$ cat config.mk
export PLATFORM = sky130hd
export DESIGN_NAME = sdoc_trigger
export DESIGN_NICKNAME = d
export VERILOG_FILES = /design/src/rtl/core/sdoc_pkg.sv /design/src/rtl/core/sdoc_trigger.sv
export SDC_FILE = /design/constraint.sdc
export NUM_CORES = 1
export LEC_CHECK = 0
export BUFFER_PORTS_ARGS = -buffer_cell sky130_fd_sc_hd__buf_2
export CAP_MARGIN = 20
export CORE_MARGIN = 4
export CORE_UTILIZATION = 56
export DETAILED_ROUTE_END_ITERATION = 10
export PLACE_DENSITY = 0.87
export SYNTH_ARGS = -nofsm -noshare
export SYNTH_HDL_FRONTEND = slang
export SYNTH_SLANG_ARGS = --single-unit
$ cat constraint.sdc
create_clock -name clock -period 7.6 [get_ports clock]
set_input_delay 0.76 -clock clock [delete_from_list [all_inputs] [get_ports clock]]
set_output_delay 0.76 -clock clock [all_outputs]
set_load 0.03 [all_outputs]
$ cat src/rtl/core/sdoc_pkg.sv
`timescale 1ns / 1ps
`default_nettype none
// ----------------------------------------------------------------------------
// sdoc_pkg
// shared widths, register indexes and the config type for the stick clamp
// ----------------------------------------------------------------------------
package sdoc_pkg;
   localparam int AXIS_W  = 8;
   localparam int MAG_W   = 8;
   localparam int REG7_W  = 7;
   localparam int NUM_W   = 22;  // diag*radius*mag, up to 127*127*128
   localparam int DEN_W   = 16;  // weighted sum d, positive when dividing
   localparam int QUO_W   = NUM_W;

   localparam logic [2:0] REG_TRIG_FLOOR = 3'd0;
   localparam logic [2:0] REG_TRIG_CEIL  = 3'd1;
   localparam logic [2:0] REG_MAIN_DEAD  = 3'd2;
   localparam logic [2:0] REG_MAIN_RAD   = 3'd3;
   localparam logic [2:0] REG_MAIN_DIAG  = 3'd4;
   localparam logic [2:0] REG_SUB_DEAD   = 3'd5;
   localparam logic [2:0] REG_SUB_RAD    = 3'd6;
   localparam logic [2:0] REG_SUB_DIAG   = 3'd7;

   typedef struct packed {
      logic [REG7_W-1:0] dead;
      logic [REG7_W-1:0] radius;
      logic [REG7_W-1:0] diag;
   } stick_cfg_type;
endpackage
`default_nettype wire

$ cat src/rtl/core/sdoc_trigger.sv
`timescale 1ns / 1ps
`default_nettype none
// ----------------------------------------------------------------------------
// sdoc_trigger
// trigger floor and ceiling, delayed to match the stick pipeline
// ----------------------------------------------------------------------------
module sdoc_trigger
   import sdoc_pkg::*;
#(
   parameter int DELAY = 2
) (
   input  wire logic       clock,
   input  wire logic       in_conn,
   input  wire logic [7:0] in_raw,
   input  wire logic [7:0] floor_val,
   input  wire logic [7:0] ceil_val,
   output logic [7:0]      out_val
);
   logic [7:0] capped_in, res_in;
   logic [7:0] pipe_ff [DELAY];

   always_comb begin
      capped_in = (in_raw > ceil_val) ? ceil_val : in_raw;
      if (!in_conn)
         res_in = in_raw;
      else if (in_raw <= floor_val)
         res_in = '0;
      else
         res_in = capped_in - floor_val;
   end

   always_ff @(posedge clock) begin
      pipe_ff[0] <= res_in;
      for (int i = 1; i < DELAY; i++) pipe_ff[i] <= pipe_ff[i-1];
   end

   assign out_val = pipe_ff[DELAY-1];
endmodule
`default_nettype wire

==> qor.yml <==
final_layout:
  reg_top3: "pipe_ff (16)"
  n_antenna_cell: 0
  fill_cells: 178
  nets: 227
  final_cell_mix: "buf_2 (33), inv_1 (24), ha_1 (24)"
  final_core_util_pct: 69.8
  layout_commonest_cell: "buf_2"
  largest_reg_flops: 16
  drive_gt1_share_pct: 25.7
  area_delta_synth_final_pct: 13.1
  regMostFlops: "pipe_ff"
clock_network:
  clk_pin_slew_worst_paths_ps: 80
  cts_tree: "yes"
  cts_num_sinks: 16
  ctsResizeCount: 0
  clock_latency_ps: 270
  numCtsBuffers: 3
  clk_root_buffer_cell: "clkbuf_4"
  cts_buffer_depth: 2
  post_cts_buffers: 0
  htree_levels: 1
  hold_buffers: 0
placed_design:
  port_buffers: 33
  dpl.hpwl_um: 2110
  pre_cts_slack_ps: 3820
  gp_congestion: 0.826
worst_setup_path:
  cp_max_fo: 13
  cp-startpoint: "in_raw[7]"
  cp_num_buf_inv: 1
  critPathSlowestCell: "nor2_2"
  cp_slowest_stage_delay_ps: 370
  worstSetupEndpointType: "flop"
  cp_data_required_time_ps: 7740
  cp.arrival_ps: 3610
  crit_chain: "buf_2 -> ha_1 -> a21oi_1 -> o21ai_0 -> o21a_1 -> nor2_2 -> mux2i_1 -> ha_1 -> fa_1 -> nor2b_1 -> o21ai_1 -> nand2b_1 -> a21o_1 -> a21oi_1 -> xor2_1 -> o22ai_1"
  r2r-start: "pipe_ff[0][3]"
  critPathLaunchType: "primary input"
  crit_type: "in2reg"
  crit_family: "compound AO/OA/AOI/OAI gates"
timing:
  hold_violations: 0
  setup_viol: 0
  period_minus_slack_ps: 3470
  drv_slew: 0
  fin_crit_sh_pct: 45.7
  setup-tns-final_ps: 0
  fmax_mhz: 288
  rsz0062_at_grt: "false"
  max_slew.worst_pin.slew_ps: 446
  relSlewSlack_pct: 70.2
  layout_setup_ws_ps: 4130
  finClkSkew_ps: 0.404
synthesis:
  synth.avg_cell_area_um2: 8.51
  ys_ff_latch: 16
  synth_cell_type_count: 31
  syn_nets: 199
  ys_seq_area_share_pct: 25.4
  yosys_warnings: 0
  syn_area_um2: 1260
  syn_inst: 148
worst_hold_path:
  hold_path_class: "reg2reg"
  hp-start: "pipe_ff[0][7]"
drt:
  via_count: 1053
  wire_per_inst_um: 11.9
  vias_per_cell: 5.21
  first_iter_violations: 19
  firstDrtPassIters: 4
  wl_um: 2400
  postRouteAntennaNets: 0
  drc_errors: 0
die:
  die-height_um: 55.4
  initial_core_util_pct: 61.7
  core_um2: 2040
  rows: 16
  design.die.area_um2: 3070
  chipWidth_um: 55.4
  io-pin-count: 34
power_and_ir_drop:
  cellLeakagePower_nw: 0.789
  power_density_nw_per_um2: 175
  vdd_ir_drop_max_uv: 128
global_routing:
  grt_start_max_net_pins: 14
  antenna_found_initial: 0
  grt_pass1_vias: 1082
  overflow: 0
  grtUsageTotal_pct: 16.9
  grt_pass1_wl_um: 4340
run:
  drv_cap: 0
run_status:
  status: "finished clean"
## final cells by class
class	count	area (um^2)	share of cell area, %
inverter	24	90.1	6.32
clock buffer	4	36.3	2.55
timing repair buffer	33	165	11.6
tap	27	33.8	2.37
multi-input combinational	98	779	54.7
sequential	16	320	22.5
## cells in the mapped netlist, drive strengths merged
cell / n / area share, %
a211oi: 1 / 0.99
a21boi: 1 / 0.60
a21o: 4 / 2.4
a21oi: 9 / 3.9
buf: 10 / 5.6
dfxtp: 16 / 25
fa: 1 / 1.6
ha: 24 / 24
inv: 24 / 7.2
mux2i: 1 / 0.79
nand2: 9 / 2.7
nand2b: 5 / 2.5
nand4: 4 / 2.0
nor2: 5 / 1.7
nor2b: 4 / 2.0
nor3: 1 / 0.40
o211ai: 2 / 1.6
o21a: 1 / 0.60
o21ai: 11 / 4.7
o22ai: 8 / 4.5
o32ai: 1 / 1.3
or2: 1 / 0.50
xnor2: 2 / 1.4
xor2: 3 / 2.1
## final timing paths
path / end / cells past startpoint / slack [ps]
setup / recovery: pipe_ff[0][6] / 16 / 4130
hold / removal: pipe_ff[0][15] / 0 / 330
setup reg to reg: pipe_ff[0][11] / 0 / 7200
hold reg to reg: pipe_ff[0][15] / 0 / 330
## cells by family after synthesis
logic type	Yosys count	share of synthesized area, %
adder cells (fa/ha/maj)	25	25.4
flip-flops	16	25.4
AND/OR/NAND/NOR	29	11.7
multiplexers	1	0.794
buffers and inverters	34	12.7
AO/OA/AOI/OAI	38	20.5
XOR/XNOR	5	3.48
## power breakdown
part,leakage [nW],switching [W],total (W),internal (W)
Combinational,0.634,0.0000582,0.000101,0.0000426
Clock,0.0210,0.0000224,0.0000515,0.0000291
Sequential,0.134,0.00000213,0.0000972,0.0000951
Total,0.789,0.0000827,0.000250,0.000167
## per-stage QoR
step	hold slack, ps	cell area, um^2	instances	power [W]
after global routing	341	1430	202	0.000271
after global placement	310	1390	198	0.000195
final	331	1430	202	0.000250
after CTS	333	1430	202	0.000252
after floorplan	310	1260	148	0.000181
after detailed placement	312	1390	198	0.000200
## metal layers
metal / GRT usage (%) / wire [um]
met1: 20.2 / 971
met2: 30.9 / 1290
met3: 0.699 / 143
met5: 0 / 0
met4: 7.29 / 0
(Power assumes the default switching activity.)
