## config.mk

```make
export PLATFORM = sky130hd
export DESIGN_NAME = sdoc_stick
export DESIGN_NICKNAME = d
export VERILOG_FILES = /design/src/rtl/core/sdoc_pkg.sv /design/src/rtl/core/sdoc_divider.sv /design/src/rtl/core/sdoc_stick.sv
export SDC_FILE = /design/constraint.sdc
export NUM_CORES = 2
export LEC_CHECK = 0
export BUFFER_PORTS_ARGS = -buffer_cell sky130_fd_sc_hd__buf_4
export CAP_MARGIN = 25
export CELL_PAD_IN_SITES_DETAIL_PLACEMENT = 0
export CELL_PAD_IN_SITES_GLOBAL_PLACEMENT = 1
export CORE_MARGIN = 10
export CORE_UTILIZATION = 47
export CTS_CLUSTER_SIZE = 28
export DETAILED_ROUTE_END_ITERATION = 12
export GPL_TIMING_DRIVEN = 1
export PLACE_DENSITY_LB_ADDON = 0.15
export SLEW_MARGIN = 20
export SYNTH_ARGS = -nofsm -noshare
export SYNTH_HDL_FRONTEND = slang
export SYNTH_MEMORY_MAX_BITS = 65536
export SYNTH_SLANG_ARGS = --single-unit
```

## constraint.sdc

```tcl
create_clock -name clock -period 6.3 [get_ports clock]
set_input_delay 0.315 -clock clock [delete_from_list [all_inputs] [get_ports clock]]
set_output_delay 0.315 -clock clock [all_outputs]
set_load 0.02 [all_outputs]
```

## src/rtl/core/sdoc_pkg.sv

```systemverilog
`timescale 1ns / 1ps
`default_nettype none
// ----------------------------------------------------------------------------
// sdoc_pkg
// shared widths, register indexes and the config type for the stick clamp
// ----------------------------------------------------------------------------
package sdoc_pkg;
   localparam int AXIS_W  = 8;
   localparam int MAG_W   = 8;
   localparam int REG7_W  = 7;
   localparam int NUM_W   = 22;  // diag*radius*mag, up to 127*127*128
   localparam int DEN_W   = 16;  // weighted sum d, positive when dividing
   localparam int QUO_W   = NUM_W;

   localparam logic [2:0] REG_TRIG_FLOOR = 3'd0;
   localparam logic [2:0] REG_TRIG_CEIL  = 3'd1;
   localparam logic [2:0] REG_MAIN_DEAD  = 3'd2;
   localparam logic [2:0] REG_MAIN_RAD   = 3'd3;
   localparam logic [2:0] REG_MAIN_DIAG  = 3'd4;
   localparam logic [2:0] REG_SUB_DEAD   = 3'd5;
   localparam logic [2:0] REG_SUB_RAD    = 3'd6;
   localparam logic [2:0] REG_SUB_DIAG   = 3'd7;

   typedef struct packed {
      logic [REG7_W-1:0] dead;
      logic [REG7_W-1:0] radius;
      logic [REG7_W-1:0] diag;
   } stick_cfg_type;
endpackage
`default_nettype wire

```

## src/rtl/core/sdoc_divider.sv

```systemverilog
`timescale 1ns / 1ps
`default_nettype none
// ----------------------------------------------------------------------------
// sdoc_divider
// restoring divider, one quotient bit per pipeline stage, side data rides along
// ----------------------------------------------------------------------------
module sdoc_divider
   import sdoc_pkg::*;
#(
   parameter int SIDE_W = 1
) (
   input  wire logic              clock,
   input  wire logic              reset,
   input  wire logic              in_valid,
   input  wire logic [NUM_W-1:0]  in_num,
   input  wire logic [DEN_W-1:0]  in_den,
   input  wire logic [SIDE_W-1:0] in_side,
   output logic                   out_valid,
   output logic [QUO_W-1:0]       out_quo,
   output logic [SIDE_W-1:0]      out_side
);
   localparam int REM_W = DEN_W + 1;

   logic              valid_ff [NUM_W+1];
   logic [NUM_W-1:0]  quo_ff   [NUM_W+1];
   logic [REM_W-1:0]  rem_ff   [NUM_W+1];
   logic [DEN_W-1:0]  den_ff   [NUM_W+1];
   logic [SIDE_W-1:0] side_ff  [NUM_W+1];

   always_ff @(posedge clock) begin
      if (reset) begin
         valid_ff[0] <= 1'b0;
      end else begin
         valid_ff[0] <= in_valid;
      end
      quo_ff[0]  <= in_num;
      rem_ff[0]  <= '0;
      den_ff[0]  <= in_den;
      side_ff[0] <= in_side;
   end

   for (genvar s = 0; s < NUM_W; s++) begin : g_stage
      logic [REM_W:0]    trial_in;
      logic [REM_W:0]    diff_in;
      always_comb begin
         trial_in = {rem_ff[s], quo_ff[s][NUM_W-1]};
         diff_in  = trial_in - {2'b00, den_ff[s]};
      end
      always_ff @(posedge clock) begin
         if (reset) begin
            valid_ff[s+1] <= 1'b0;
         end else begin
            valid_ff[s+1] <= valid_ff[s];
         end
         if (!diff_in[REM_W]) begin
            rem_ff[s+1] <= diff_in[REM_W-1:0];
            quo_ff[s+1] <= {quo_ff[s][NUM_W-2:0], 1'b1};
         end else begin
            rem_ff[s+1] <= trial_in[REM_W-1:0];
            quo_ff[s+1] <= {quo_ff[s][NUM_W-2:0], 1'b0};
         end
         den_ff[s+1]  <= den_ff[s];
         side_ff[s+1] <= side_ff[s];
      end
   end

   assign out_valid = valid_ff[NUM_W];
   assign out_quo   = quo_ff[NUM_W];
   assign out_side  = side_ff[NUM_W];
endmodule
`default_nettype wire

```

## src/rtl/core/sdoc_stick.sv

```systemverilog
`timescale 1ns / 1ps
`default_nettype none
// ----------------------------------------------------------------------------
// sdoc_stick
// octagon clamp of one stick: fold, deadzone, weighted sum, scale, sign
// ----------------------------------------------------------------------------
module sdoc_stick
   import sdoc_pkg::*;
(
   input  wire logic              clock,
   input  wire logic              reset,
   input  wire logic              in_valid,
   input  wire logic              in_conn,
   input  wire logic [AXIS_W-1:0] in_x,
   input  wire logic [AXIS_W-1:0] in_y,
   input  wire stick_cfg_type     cfg,
   output logic                   out_valid,
   output logic [AXIS_W-1:0]      out_x,
   output logic [AXIS_W-1:0]      out_y
);
   // stage 1: magnitudes after deadzone
   logic              s1_valid_ff;
   logic              s1_conn_ff, s1_negx_ff, s1_negy_ff;
   logic [AXIS_W-1:0] s1_rawx_ff, s1_rawy_ff;
   logic [MAG_W-1:0]  s1_mx_ff, s1_my_ff;
   logic [MAG_W-1:0]  absx_in, absy_in;

   always_comb begin
      absx_in = in_x[AXIS_W-1] ? (~in_x + 8'd1) : in_x;
      absy_in = in_y[AXIS_W-1] ? (~in_y + 8'd1) : in_y;
   end

   always_ff @(posedge clock) begin
      if (reset) begin
         s1_valid_ff <= 1'b0;
      end else begin
         s1_valid_ff <= in_valid;
      end
      s1_conn_ff <= in_conn;
      s1_negx_ff <= in_x[AXIS_W-1];
      s1_negy_ff <= in_y[AXIS_W-1];
      s1_rawx_ff <= in_x;
      s1_rawy_ff <= in_y;
      s1_mx_ff <= (absx_in <= {1'b0, cfg.dead}) ? '0 : absx_in - {1'b0, cfg.dead};
      s1_my_ff <= (absy_in <= {1'b0, cfg.dead}) ? '0 : absy_in - {1'b0, cfg.dead};
   end

   // stage 2: products
   logic              s2_valid_ff, s2_conn_ff, s2_negx_ff, s2_negy_ff;
   logic [AXIS_W-1:0] s2_rawx_ff, s2_rawy_ff;
   logic [MAG_W-1:0]  s2_mx_ff, s2_my_ff;
   logic [14:0]       s2_wx_ff, s2_wy_ff;
   logic signed [16:0] s2_rx_ff, s2_ry_ff;   // (radius-diag)*mag
   logic [13:0]       s2_lim_ff;
   logic signed [7:0] rmd_in;

   always_comb rmd_in = $signed({1'b0, cfg.radius}) - $signed({1'b0, cfg.diag});

   always_ff @(posedge clock) begin
      if (reset) begin
         s2_valid_ff <= 1'b0;
      end else begin
         s2_valid_ff <= s1_valid_ff;
      end
      s2_conn_ff <= s1_conn_ff;
      s2_negx_ff <= s1_negx_ff;
      s2_negy_ff <= s1_negy_ff;
      s2_rawx_ff <= s1_rawx_ff;
      s2_rawy_ff <= s1_rawy_ff;
      s2_mx_ff   <= s1_mx_ff;
      s2_my_ff   <= s1_my_ff;
      s2_wx_ff   <= 15'(cfg.diag * s1_mx_ff);
      s2_wy_ff   <= 15'(cfg.diag * s1_my_ff);
      s2_rx_ff   <= 17'(rmd_in * $signed({1'b0, s1_mx_ff}));
      s2_ry_ff   <= 17'(rmd_in * $signed({1'b0, s1_my_ff}));
      s2_lim_ff  <= 14'(cfg.diag * cfg.radius);
   end

   // stage 3: weighted sum and compare
   logic              s3_valid_ff, s3_conn_ff, s3_negx_ff, s3_negy_ff, s3_scale_ff;
   logic [AXIS_W-1:0] s3_rawx_ff, s3_rawy_ff;
   logic [MAG_W-1:0]  s3_mx_ff, s3_my_ff;
   logic [13:0]       s3_lim_ff;
   logic [DEN_W-1:0]  s3_d_ff;
   logic signed [17:0] d_in;

   always_comb begin
      if (s2_wy_ff <= s2_wx_ff)
         d_in = $signed({3'b000, s2_wx_ff}) + 18'(s2_ry_ff);
      else
         d_in = $signed({3'b000, s2_wy_ff}) + 18'(s2_rx_ff);
   end

   always_ff @(posedge clock) begin
      if (reset) begin
         s3_valid_ff <= 1'b0;
      end else begin
         s3_valid_ff <= s2_valid_ff;
      end
      s3_conn_ff  <= s2_conn_ff;
      s3_negx_ff  <= s2_negx_ff;
      s3_negy_ff  <= s2_negy_ff;
      s3_rawx_ff  <= s2_rawx_ff;
      s3_rawy_ff  <= s2_rawy_ff;
      s3_mx_ff    <= s2_mx_ff;
      s3_my_ff    <= s2_my_ff;
      s3_lim_ff   <= s2_lim_ff;
      s3_d_ff     <= d_in[DEN_W-1:0];
      s3_scale_ff <= ($signed({4'b0000, s2_lim_ff}) < d_in);
   end

   // stage 4: numerators
   localparam int SIDE_W = 1 + 1 + 1 + 1 + 2*AXIS_W + 2*MAG_W;
   logic              s4_valid_ff;
   logic [NUM_W-1:0]  s4_nx_ff, s4_ny_ff;
   logic [DEN_W-1:0]  s4_d_ff;
   logic [SIDE_W-1:0] s4_side_ff;

   always_ff @(posedge clock) begin
      if (reset) begin
         s4_valid_ff <= 1'b0;
      end else begin
         s4_valid_ff <= s3_valid_ff;
      end
      s4_nx_ff   <= NUM_W'(s3_lim_ff * s3_mx_ff);
      s4_ny_ff   <= NUM_W'(s3_lim_ff * s3_my_ff);
      s4_d_ff    <= s3_scale_ff ? s3_d_ff : DEN_W'(1);
      s4_side_ff <= {s3_conn_ff, s3_negx_ff, s3_negy_ff, s3_scale_ff,
                     s3_rawx_ff, s3_rawy_ff, s3_mx_ff, s3_my_ff};
   end

   logic              dx_valid, dy_valid;
   logic [QUO_W-1:0]  qx, qy;
   logic [SIDE_W-1:0] side_q, side_unused;

   sdoc_divider #(.SIDE_W(SIDE_W)) u_div_x (
      .clock(clock), .reset(reset), .in_valid(s4_valid_ff), .in_num(s4_nx_ff),
      .in_den(s4_d_ff), .in_side(s4_side_ff),
      .out_valid(dx_valid), .out_quo(qx), .out_side(side_q)
   );
   sdoc_divider #(.SIDE_W(SIDE_W)) u_div_y (
      .clock(clock), .reset(reset), .in_valid(s4_valid_ff), .in_num(s4_ny_ff),
      .in_den(s4_d_ff), .in_side(s4_side_ff),
      .out_valid(dy_valid), .out_quo(qy), .out_side(side_unused)
   );

   // final stage: pick, restore sign, or pass the raw values when disconnected
   logic              f_conn, f_negx, f_negy, f_scale;
   logic [AXIS_W-1:0] f_rawx, f_rawy;
   logic [MAG_W-1:0]  f_mx, f_my, ax_in, ay_in;
   logic              out_valid_ff;
   logic [AXIS_W-1:0] out_x_ff, out_y_ff;

   always_comb begin
      {f_conn, f_negx, f_negy, f_scale, f_rawx, f_rawy, f_mx, f_my} = side_q;
      ax_in = f_scale ? qx[MAG_W-1:0] : f_mx;
      ay_in = f_scale ? qy[MAG_W-1:0] : f_my;
   end

   always_ff @(posedge clock) begin
      if (reset) begin
         out_valid_ff <= 1'b0;
      end else begin
         out_valid_ff <= dx_valid & dy_valid & (side_unused == side_q);
      end
      if (!f_conn) begin
         out_x_ff <= f_rawx;
         out_y_ff <= f_rawy;
      end else begin
         out_x_ff <= f_negx ? (~ax_in + 8'd1) : ax_in;
         out_y_ff <= f_negy ? (~ay_in + 8'd1) : ay_in;
      end
   end

   assign out_valid = out_valid_ff;
   assign out_x     = out_x_ff;
   assign out_y     = out_y_ff;
endmodule
`default_nettype wire

```

==> results.ini <==
[run_status]
status=completed

[global_routing]
grtUsageTotal_pct=17.7
grt_pass1_wl_um=388000
antenna_found_initial=6
grt_max_degree=29
grt_overflow=0
grt_pass1_vias=73500

[clocking]
clock_latency_ns=0.93
cts_tree=yes
cts_buffers=302
cts_root_buf=clkbuf_16
htree_levels=5
clockBufferDepth=4
cts_sinks=2772
path_clk_slew_ns=0.07
cts_setup_buffers=0

[worst_setup_path]
critPathLaunchType=primary input
cp.depth=30
crit_path_max_fanout=5
critPathMaxStageDelay_ns=0.55
r2r-start=s3_my_ff[3]
r2r_end=s4_ny_ff[20]
r2r_slack_ns=0.99
crit_family=adder cells
endpoint_kind=flop
critical_path_class=in -> reg
critPathRequiredTime_ns=7.18
critPathSlowestCell=fa_1
r2r_cells=17
cp.buffers_inverters=9
arrival_ns=6.74

[route]
routed-via-count=71800
drt_pass1_iterations=7
ant_nets=0
drcViolationCount=0
routedWlPerCell_um=16.7
drtIter0Drc=3287
wirelength_um=240000
via_per_inst=5.01

[sta]
rsz0062_at_grt=no
setup_viol=0
slew_headroom_pct=32.4
worst_pin_slew_ns=1.01
setup_tns_ns=0
whs_ns=0.103
finalMaxSlewViolations=0
finalCritPeriodShare_pct=93.1
max_freq_mhz=171
fin_crit_ns=5.86
fin_skew_ns=0.0689
hold_viol=0

[synthesis]
synth_top_cell_area_share_pct=47.8
synth_top_flop_cell=dfxtp_1
synth_cell_type_count=99
yosysMostFrequentCell=dfxtp_1
syn_avg_cell_area_um2=11.1
yosys.area.top_type=dfxtp_1
ys_seq_area_share_pct=47.8
synth-edff-count=0
syn_area_um2=116000
ys_seq_elements=2772
yosys_warnings=0
yosys-top-cells-count=2,772 x dfxtp_1, 1,032 x ha_1, 982 x inv_1
synth_async_sr_flop_share_pct=0
synth_area_leaders=dfxtp_1 48%, ha_1 11%, fa_1 5.9%
syn-instance-count=10500

[placement]
numPortBuffers=57
gp_congestion=0.858
dp_hpwl_um=185000

[layout]
fin_nets=12300
drive_gt1_share_pct=11.9
syn_to_final_growth_pct=12.9

[die]
fp.dieW_um=517
start_util_pct=47.2
io_pins=58
die_h_um=517
core_um2=246000
die-area_um2=268000
rows=182

[worst_hold_path]
min_to=s1_rawy_ff[5]
holdPathStages=2
hp-start=in_y[5]
hold_class=in -> reg

[job]
maxCapViolations=0

==> sequential cells by signal, indices dropped and copies added (netlist names), 14 cells and up <==
signal	cells
s4_ny_ff	22
u_div_y.side_ff	238
u_div_y.valid_ff	15
u_div_y.quo_ff	289
s4_d_ff	16
s2_wy_ff	15
u_div_x.quo_ff	289
s2_ry_ff	17
s2_lim_ff	14
s2_rx_ff	17
s4_nx_ff	22
s4_side_ff	34
u_div_x.den_ff	258
u_div_x.side_ff	544
s3_lim_ff	14
u_div_x.rem_ff	357
u_div_y.den_ff	94
s2_wx_ff	15
s3_d_ff	16
u_div_y.rem_ff	357
==> how the worst max path moves through the flow <==
stage	from	end	slack [ns]
5_1_grt	cfg[7]	s2_ry_ff[16]	0.03
3_3_place_gp	cfg[7]	s2_ry_ff[16]	0.003
3_5_place_dp	cfg[2]	s2_rx_ff[16]	0.02
6_report	cfg[7]	s2_ry_ff[16]	0.44
4_1_cts	cfg[7]	s2_rx_ff[16]	0.54
2_1_floorplan	cfg[1]	s2_rx_ff[16]	0.13
==> routing by layer <==
layer,global-route usage (%),routed length (um),vias up
met5,0,12,-
met4,4.32,4830,2
met3,2.76,7930,331
met2,30.8,116000,986
met1,23.1,111000,34000
li1,-,-,36400
==> layout by cell type (no fill, tap or decap), drive strengths merged, types with 284 or more instances in the layout <==
cell type | netlist | routed
mux2 | 545 | 545
xnor2 | 470 | 470
nand2 | 499 | 499
ha | 1032 | 1032
a21oi | 386 | 386
and2 | 284 | 284
o21ai | 345 | 345
nor2 | 522 | 522
dfxtp | 2772 | 2772
inv | 982 | 1003
clkbuf | 89 | 411
fa | 345 | 345
==> worst reg2reg max path: cells and delay by family, from the launching register on <==
| family | cells | cell delay (ns) |
|---|---|---|
| xor+xnor | 1 | 0.16 |
| simple gates | 2 | 0.25 |
| flops | 1 | 0.66 |
| fa+ha+maj | 5 | 2.29 |
| compound gates | 6 | 1.71 |
| buf+inv | 3 | 0.14 |
==> what timing repair did <==
action | CTS | global route
gates resized for setup | 0 | 0
hold endpoints to repair | 61 | 0
hold buffers | 34 | 0
==> cell families (layout without fill, tap and decap cells) <==
family / Yosys count / in the layout / synth area share [%]
xor+xnor: 648 / 648 / 5.10
flops: 2772 / 2772 / 47.8
compound gates: 1598 / 1598 / 9.58
fa+ha+maj: 1377 / 1377 / 17.1
other cells: 1 / 17 / 0.00323
mux: 717 / 717 / 6.83
simple gates: 2278 / 2278 / 9.85
buf+inv: 1119 / 1695 / 3.81
==> area by class of cell <==
type	instances	area, um2
fillers	21600	115000
inverters	982	3690
clock inverters	109	1360
clock buffers	411	8590
well taps	3220	4030
multi-input cells	6632	56400
diodes	3	7.51
flip-flops and latches	2772	55500
repair buffers	193	1580
==> through the flow <==
stage	utilization, %	setup slack (ns)	cells	area, um2
detailed placement	49.1	0.0248	13800	121000
CTS	53.3	0.540	14300	131000
finish	53.3	0.438	14300	131000
global route	53.3	0.0263	14300	131000
floorplan	-	0.126	10500	116000
global placement	49.1	0.00279	13800	121000
Power is not shown: default switching activity piles up to over one toggle a cycle in this logic, so the estimate is an artifact.
